==> config.mk <==
export PLATFORM = sky130hd
export DESIGN_NAME = note_probability_to_midi_events
export DESIGN_NICKNAME = d
export VERILOG_FILES = /design/src/hdl/npme_pkg.sv /design/src/hdl/npme_note_mem.sv /design/src/hdl/note_probability_to_midi_events.sv
export SDC_FILE = /design/constraint.sdc
export NUM_CORES = 1
export LEC_CHECK = 0
export ABC_AREA = 1
export BUFFER_PORTS_ARGS = -buffer_cell sky130_fd_sc_hd__buf_4
export CAP_MARGIN = 40
export CORE_MARGIN = 1.5
export CORE_UTILIZATION = 59
export CTS_CLUSTER_DIAMETER = 100
export CTS_CLUSTER_SIZE = 20
export DETAILED_ROUTE_END_ITERATION = 8
export PLACE_DENSITY = 0.74
export SETUP_SLACK_MARGIN = 0.4
export SLEW_MARGIN = 30
export SYNTH_ARGS = -nofsm -noshare
export SYNTH_HDL_FRONTEND = slang
export SYNTH_HIERARCHICAL = 1
export SYNTH_SLANG_ARGS = --single-unit
==> constraint.sdc <==
create_clock -name clk -period 11.9 [get_ports clk]
set_input_delay 0.595 -clock clk [delete_from_list [all_inputs] [get_ports clk]]
set_output_delay 0.595 -clock clk [all_outputs]
set_load 0.01 [all_outputs]
==> src/hdl/npme_pkg.sv <==
// Shared constants for the note probability to MIDI event block.
package npme_pkg;

  localparam int unsigned NOTE_W  = 7;
  localparam int unsigned FRAME_W = 16;
  localparam int unsigned PROB_W  = 16;
  localparam int unsigned VEL_W   = 7;
  localparam int unsigned POS_W   = 27;
  localparam int unsigned THR_W   = 16;
  localparam int unsigned SR_W    = 18;
  localparam int unsigned HOP_W   = 12;
  localparam int unsigned CFG_IDX_W  = 2;
  localparam int unsigned CFG_DATA_W = 18;

  localparam logic [CFG_IDX_W-1:0] REG_THRESHOLD   = 2'd0;
  localparam logic [CFG_IDX_W-1:0] REG_SAMPLE_RATE = 2'd1;

  localparam logic CMD_PROB  = 1'b0;
  localparam logic CMD_FLUSH = 1'b1;

  localparam logic EV_ON  = 1'b0;
  localparam logic EV_OFF = 1'b1;

  localparam logic [THR_W-1:0] THRESHOLD_RESET = 16'd16384;
  localparam logic [HOP_W-1:0] HOP_RESET       = 12'd441;

  localparam logic [VEL_W-1:0] VEL_MAX   = 7'd127;
  localparam logic [6:0]       VEL_SCALE = 7'd127;
  localparam logic [POS_W-1:0] POS_MAX   = 27'h7FFFFFF;

  // floor(x / 100) for 18-bit x as (x * HOP_RECIP) >> HOP_SHIFT.
  localparam int unsigned      HOP_SHIFT = 25;
  localparam logic [18:0]      HOP_RECIP = 19'd335545;

endpackage

==> src/hdl/npme_note_mem.sv <==
// One-bit note state memory with registered read and per-entry valid bits.
module npme_note_mem #(
  parameter int unsigned DEPTH = 128,
  parameter int unsigned AW    = 7
) (
  input  logic          clk,
  input  logic          rst,
  input  logic          rd_en,
  input  logic [AW-1:0] rd_addr,
  output logic          rd_data,
  input  logic          wr_en,
  input  logic [AW-1:0] wr_addr,
  input  logic          wr_data
);

  logic             mem [DEPTH];
  logic [DEPTH-1:0] vld;

  always_ff @(posedge clk) begin
    if (wr_en) begin
      mem[wr_addr] <= wr_data;
    end
    if (rd_en) begin
      rd_data <= vld[rd_addr] & mem[rd_addr];
    end
  end

  always_ff @(posedge clk) begin
    if (rst) begin
      vld <= '0;
    end else if (wr_en) begin
      vld[wr_addr] <= 1'b1;
    end
  end

endmodule

==> src/hdl/note_probability_to_midi_events.sv <==
// Top level: thresholds note probabilities into MIDI note-on and note-off events.
//
//   Channel  Direction  Handshake             Payload
//   in       input      in_valid / in_ready   cmd, note, frame, probability
//   out      output     out_valid / out_ready event_kind, event_note, velocity, sample_pos
//   cfg      input      cfg_valid / cfg_ready cfg_index, cfg_data
//
// Requests pass the first stage and the output register; one is accepted every cycle
// unless the output stalls. The note state memory is read on acceptance and written as it
// leaves the first stage, with the pending write forwarded to a request that reads the
// same note. Reset clears all note states at once through per-note valid bits; no sweep
// is needed. A stalled output holds the second stage, which then holds the input side.
module note_probability_to_midi_events #(
  parameter int unsigned NUM_NOTES = 128
) (
  input  logic                              clk,
  input  logic                              rst,
  input  logic                              in_valid,
  output logic                              in_ready,
  input  logic                              cmd,
  input  logic [npme_pkg::NOTE_W-1:0]       note,
  input  logic [npme_pkg::FRAME_W-1:0]      frame,
  input  logic [npme_pkg::PROB_W-1:0]       probability,
  output logic                              out_valid,
  input  logic                              out_ready,
  output logic                              event_kind,
  output logic [npme_pkg::NOTE_W-1:0]       event_note,
  output logic [npme_pkg::VEL_W-1:0]        velocity,
  output logic [npme_pkg::POS_W-1:0]        sample_pos,
  input  logic                              cfg_valid,
  output logic                              cfg_ready,
  input  logic [npme_pkg::CFG_IDX_W-1:0]    cfg_index,
  input  logic [npme_pkg::CFG_DATA_W-1:0]   cfg_data
);

  localparam int unsigned AW = (NUM_NOTES > 1) ? $clog2(NUM_NOTES) : 1;

  logic [npme_pkg::THR_W-1:0] threshold;
  logic [npme_pkg::HOP_W-1:0] hop;
  logic [36:0]                hop_prod;

  logic                              s1_valid;
  logic                              s1_cmd;
  logic [npme_pkg::NOTE_W-1:0]       s1_note;
  logic [npme_pkg::FRAME_W-1:0]      s1_frame;
  logic [npme_pkg::PROB_W-1:0]       s1_prob;
  logic                              s1_inrange;
  logic                              s1_fwd_valid;
  logic                              s1_fwd_val;

  logic        accept;
  logic        in_range;
  logic        s1_fire;
  logic        rd_data;
  logic        cur_state;
  logic        want_on;
  logic        new_state;
  logic        ev_fire;
  logic        ev_kind;
  logic        wr_en;
  logic [22:0] vel_prod;
  logic [7:0]  vel_raw;
  logic [npme_pkg::VEL_W-1:0] vel_sat;
  logic [27:0] pos_prod;
  logic [npme_pkg::POS_W-1:0] pos_sat;

  assign cfg_ready = 1'b1;
  assign hop_prod  = 37'(cfg_data) * 37'(npme_pkg::HOP_RECIP);

  always_ff @(posedge clk) begin
    if (rst) begin
      threshold <= npme_pkg::THRESHOLD_RESET;
      hop       <= npme_pkg::HOP_RESET;
    end else if (cfg_valid && cfg_ready) begin
      case (cfg_index)
        npme_pkg::REG_THRESHOLD:   threshold <= cfg_data[npme_pkg::THR_W-1:0];
        npme_pkg::REG_SAMPLE_RATE: hop <= hop_prod[npme_pkg::HOP_SHIFT +: npme_pkg::HOP_W];
        default: ;
      endcase
    end
  end

  assign in_range = ({1'b0, note} < 8'(NUM_NOTES));
  assign s1_fire  = s1_valid && (!out_valid || out_ready);
  assign in_ready = !s1_valid || s1_fire;
  assign accept   = in_valid && in_ready;

  assign cur_state = s1_fwd_valid ? s1_fwd_val : rd_data;
  assign want_on   = s1_prob > threshold;
  assign new_state = (s1_cmd == npme_pkg::CMD_FLUSH) ? 1'b0 : want_on;
  assign ev_fire   = s1_inrange &&
                     ((s1_cmd == npme_pkg::CMD_FLUSH) ? cur_state : (want_on != cur_state));
  assign ev_kind   = ((s1_cmd == npme_pkg::CMD_FLUSH) || !want_on) ?
                     npme_pkg::EV_OFF : npme_pkg::EV_ON;
  assign wr_en     = s1_fire && s1_inrange;

  assign vel_prod = 23'(s1_prob) * 23'(npme_pkg::VEL_SCALE);
  assign vel_raw  = vel_prod[22:15];
  assign vel_sat  = (vel_raw > 8'(npme_pkg::VEL_MAX)) ? npme_pkg::VEL_MAX
                                                      : vel_raw[npme_pkg::VEL_W-1:0];
  assign pos_prod = 28'(s1_frame) * 28'(hop);
  assign pos_sat  = pos_prod[27] ? npme_pkg::POS_MAX : pos_prod[npme_pkg::POS_W-1:0];

  npme_note_mem #(
    .DEPTH (NUM_NOTES),
    .AW    (AW)
  ) u_mem (
    .clk     (clk),
    .rst     (rst),
    .rd_en   (accept && in_range),
    .rd_addr (note[AW-1:0]),
    .rd_data (rd_data),
    .wr_en   (wr_en),
    .wr_addr (s1_note[AW-1:0]),
    .wr_data (new_state)
  );

  always_ff @(posedge clk) begin
    if (rst) begin
      s1_valid <= 1'b0;
    end else if (accept) begin
      s1_valid <= 1'b1;
    end else if (s1_fire) begin
      s1_valid <= 1'b0;
    end
  end

  always_ff @(posedge clk) begin
    if (accept) begin
      s1_cmd       <= cmd;
      s1_note      <= note;
      s1_frame     <= frame;
      s1_prob      <= probability;
      s1_inrange   <= in_range;
      s1_fwd_valid <= wr_en && (s1_note == note);
      s1_fwd_val   <= new_state;
    end
  end

  always_ff @(posedge clk) begin
    if (rst) begin
      out_valid <= 1'b0;
    end else if (s1_fire) begin
      out_valid <= ev_fire;
    end else if (out_ready) begin
      out_valid <= 1'b0;
    end
  end

  always_ff @(posedge clk) begin
    if (s1_fire && ev_fire) begin
      event_kind <= ev_kind;
      event_note <= s1_note;
      velocity   <= (ev_kind == npme_pkg::EV_ON) ? vel_sat : '0;
      sample_pos <= pos_sat;
    end
  end

endmodule

==> results.json <==
{
  "status": "finished, final reports clean",
  "layout-drive-gt1-share_pct": 4.77,
  "maxSlewHeadroom_pct": 43.8,
  "period_needed_ns": 5.71,
  "yosysWarnings": 6,
  "worstPathCellList": "nand2_1 > fa_1 > fa_1 > fa_1 > inv_1 > fa_1 > inv_1 > fa_1 > inv_1 > ha_1 > a21oi_1 > o21ai_0 > a21oi_2 > inv_1 > nand2_1 > nand4_2 > nand2_4 > nand2_1",
  "required_ns": 12.23,
  "worstSetupPathType": "register to register",
  "ys_ff_latch": 371,
  "ctsHoldBuffers": 0,
  "power.switching_mw": 4.52,
  "yosysSeqAreaShare_pct": 31.5,
  "fin_hold_ws_ns": 0.168,
  "ys.flop_type": "edfxtp_1",
  "drt_iter0_markers": 1928,
  "drv_cap": 0,
  "root_buffer": "clkbuf_16",
  "met3_usage_pct": 3.41,
  "setup_ws_ns": 6.19,
  "critPathSlowestCell": "dfxtp_1",
  "dp_slack_ns": 6.28,
  "pwr-share-seq_pct": 18.4,
  "io_buffers": 108,
  "wl_per_cell_um": 16.3,
  "final-seq-area_um2": 9560,
  "ys_types": 41,
  "groute.layer.met1.usage_pct": 38.0,
  "p_leak_nw": 16.2,
  "power.density_nw_per_um2": 270,
  "drc": 0,
  "synth.net_count": 4321,
  "die-height_um": 230,
  "power_frac_comb_pct": 71.8,
  "worstSkewPairLatency_ns": 0.59,
  "slew_violations": 0,
  "fillCellCount": 4422,
  "async_flop_share_pct": 0,
  "fin_nets": 4366,
  "gp_congestion": 0.950,
  "grt_setup_unrepaired": "false",
  "antenna_cells": 0,
  "firstDrtPassIters": 5,
  "viasPerCell": 5.32,
  "start_util_pct": 60.2,
  "clock_path_buffers": 3,
  "syn-cell-area_um2": 30400,
  "grtUsageMet2_pct": 48.7,
  "overflow": 0,
  "syn_avg_cell_area_um2": 8.27,
  "fin_tns_setup_ns": 0,
  "cts.sinks": 371,
  "clockPowerShare_pct": 9.8,
  "regToRegSetupSlack_ns": 6.19,
  "syn_inst": 3671,
  "cp_num_buf_inv": 4,
  "antenna_found_initial": 0,
  "grt_pass1_vias": 23946,
  "die_area_um2": 52900,
  "dpl.hpwl_um": 54100,
  "cts_buffers": 24,
  "p_int_mw": 4.30,
  "track_usage_pct": 28.4,
  "core_um2": 50500,
  "max_slew.worst_pin.slew_ns": 0.842,
  "area_delta_synth_final_pct": 7.53,
  "htree_levels": 1,
  "cp-start-kind": "register",
  "hold_viol": 0,
  "busiest_layer": "met2",
  "swShare_pct": 51.2,
  "num_io_pins": 110,
  "setup_viol": 0,
  "routed_wl_um": 71900,
  "slowest_delay_ns": 0.84,
  "cpMostUsedCell": "fa_1",
  "grt_pass1_wl_um": 120000,
  "min_path_type": "primary input to register",
  "cp_data_arrival_time_ns": 6.05,
  "worstPathMaxFanout": 27,
  "crit_family": "adder cells",
  "num_vias": 23434,
  "antenna_left": 0,
  "core.rowCount": 82,
  "multi_input_area_um2": 17600,
  "fin_util_pct": 64.7,
  "cts-resized-gates": 0,
  "critPathCaptureType": "register",
  "grt_start_max_net_pins": 73,
  "peakVddDrop_v": 0.000332,
  "synth-edff-count": 213,
  "min_period_over_period_pct": 48.0,
  "cts_setup_buffers": 0,
  "cts_tree": "done",
  "path_clk_slew_ns": 0.08,
  "fmax_mhz": 175,
  "skew_ns": 0.0167,
  "fp.dieW_um": 230
}
## worst register-to-register path: stages, from the launching register on
cell and delay, ns:
dfxtp_1 0.84, nand2_1 0.18, fa_1 0.60, fa_1 0.45, fa_1 0.49, inv_1 0.05
fa_1 0.53, inv_1 0.06, fa_1 0.57, inv_1 0.05, ha_1 0.34, a21oi_1 0.19
o21ai_0 0.15, a21oi_2 0.23, inv_1 0.06, nand2_1 0.12, nand4_2 0.15, nand2_4 0.29
nand2_1 0.11
## flip-flops by register name, summed over array words and instances (netlist names), 12 cells and up
| register | flops |
|---|---|
| hop | 12 |
| s1_frame | 16 |
| s1_prob | 16 |
| sample_pos | 27 |
| threshold | 16 |
| u_mem/mem | 128 |
| u_mem/vld | 128 |
## final cells by class
type | instances | area share (%)
clock buffer | 39 | 2.05
clock inverter | 5 | 0.257
multi-input combinational | 2448 | 53.8
tap | 672 | 2.57
timing repair buffer | 128 | 3.48
sequential | 371 | 29.3
inverter | 743 | 8.55
## per-layer routing
metal	wire, um	part of all wire [%]
met1	30500	42
met2	34500	48
met3	4860	6.7
met4	2010	2.8
met5	0	0
## Yosys cell counts, types with 9 or more instances
cell type	n	area [um^2]
a21o_1	9	67.6
a21oi_1	130	651
buf_2	21	105
clkbuf_1	82	308
dfxtp_1	158	3160
edfxtp_1	213	6400
fa_1	311	6230
ha_1	274	3430
inv_1	739	2770
nand2_1	706	2650
nand3_1	159	796
nand4_1	17	106
nor2_1	630	2360
nor3_1	18	90.1
o21ai_0	116	581
o21bai_1	14	105
xnor2_1	15	131
xor2_1	14	123
## cells in the final DEF, fill, tap and decap left out, types with 5 or more instances in the layout
cell type	n
nand3b_1	7
nand3_1	159
fa_1	311
xor2_1	14
o21ai_0	116
edfxtp_1	213
a21o_1	9
inv_1	736
o21bai_1	14
dfxtp_1	158
ha_1	274
clkbuf_16	24
nor2_1	630
buf_16	5
buf_4	114
xnor2_1	15
nor3_1	17
nand4_1	17
a21oi_1	130
clkbuf_1	13
nand2_1	706
## final timing paths
| check | start | to | cells past startpoint |
|---|---|---|---|
| worst max-delay path | hop[5] | sample_pos[10] | 18 |
| worst min-delay path | probability[6] | s1_prob[6] | 1 |
| worst max register to register | hop[5] | sample_pos[10] | 18 |
| worst min register to register | u_mem/vld[21] | u_mem/vld[21] | 2 |
## power by group through the flow
| stage | logic [mW] | registers (mW) | clock network (mW) |
|---|---|---|---|
| floorplan | 4.72 | 1.63 | 0 |
| global placement | 6.19 | 1.65 | 0 |
| detailed placement | 6.28 | 1.65 | 0 |
| CTS | 6.33 | 1.62 | 0.877 |
| global route | 7.33 | 1.63 | 0.918 |
| finish | 6.33 | 1.62 | 0.863 |
## logic make-up after synthesis
family / synth area share, %
AND/OR/NAND/NOR: 20.3
other: 0.0123
buffers and inverters: 10.7
flip-flops: 31.5
adder cells (fa/ha/maj): 31.8
AO/OA/AOI/OAI: 4.87
XOR/XNOR: 0.836
## per-stage QoR
stage / area [um^2] / std cells / power [mW]
2_1_floorplan: 30400 / 3671 / 6.36
6_report: 32700 / 4406 / 8.81
5_1_grt: 32700 / 4406 / 9.88
4_1_cts: 32700 / 4406 / 8.83
3_3_place_gp: 31600 / 4348 / 7.84
3_5_place_dp: 31900 / 4362 / 7.93
Note: power is estimated with default switching activity, not from simulation.
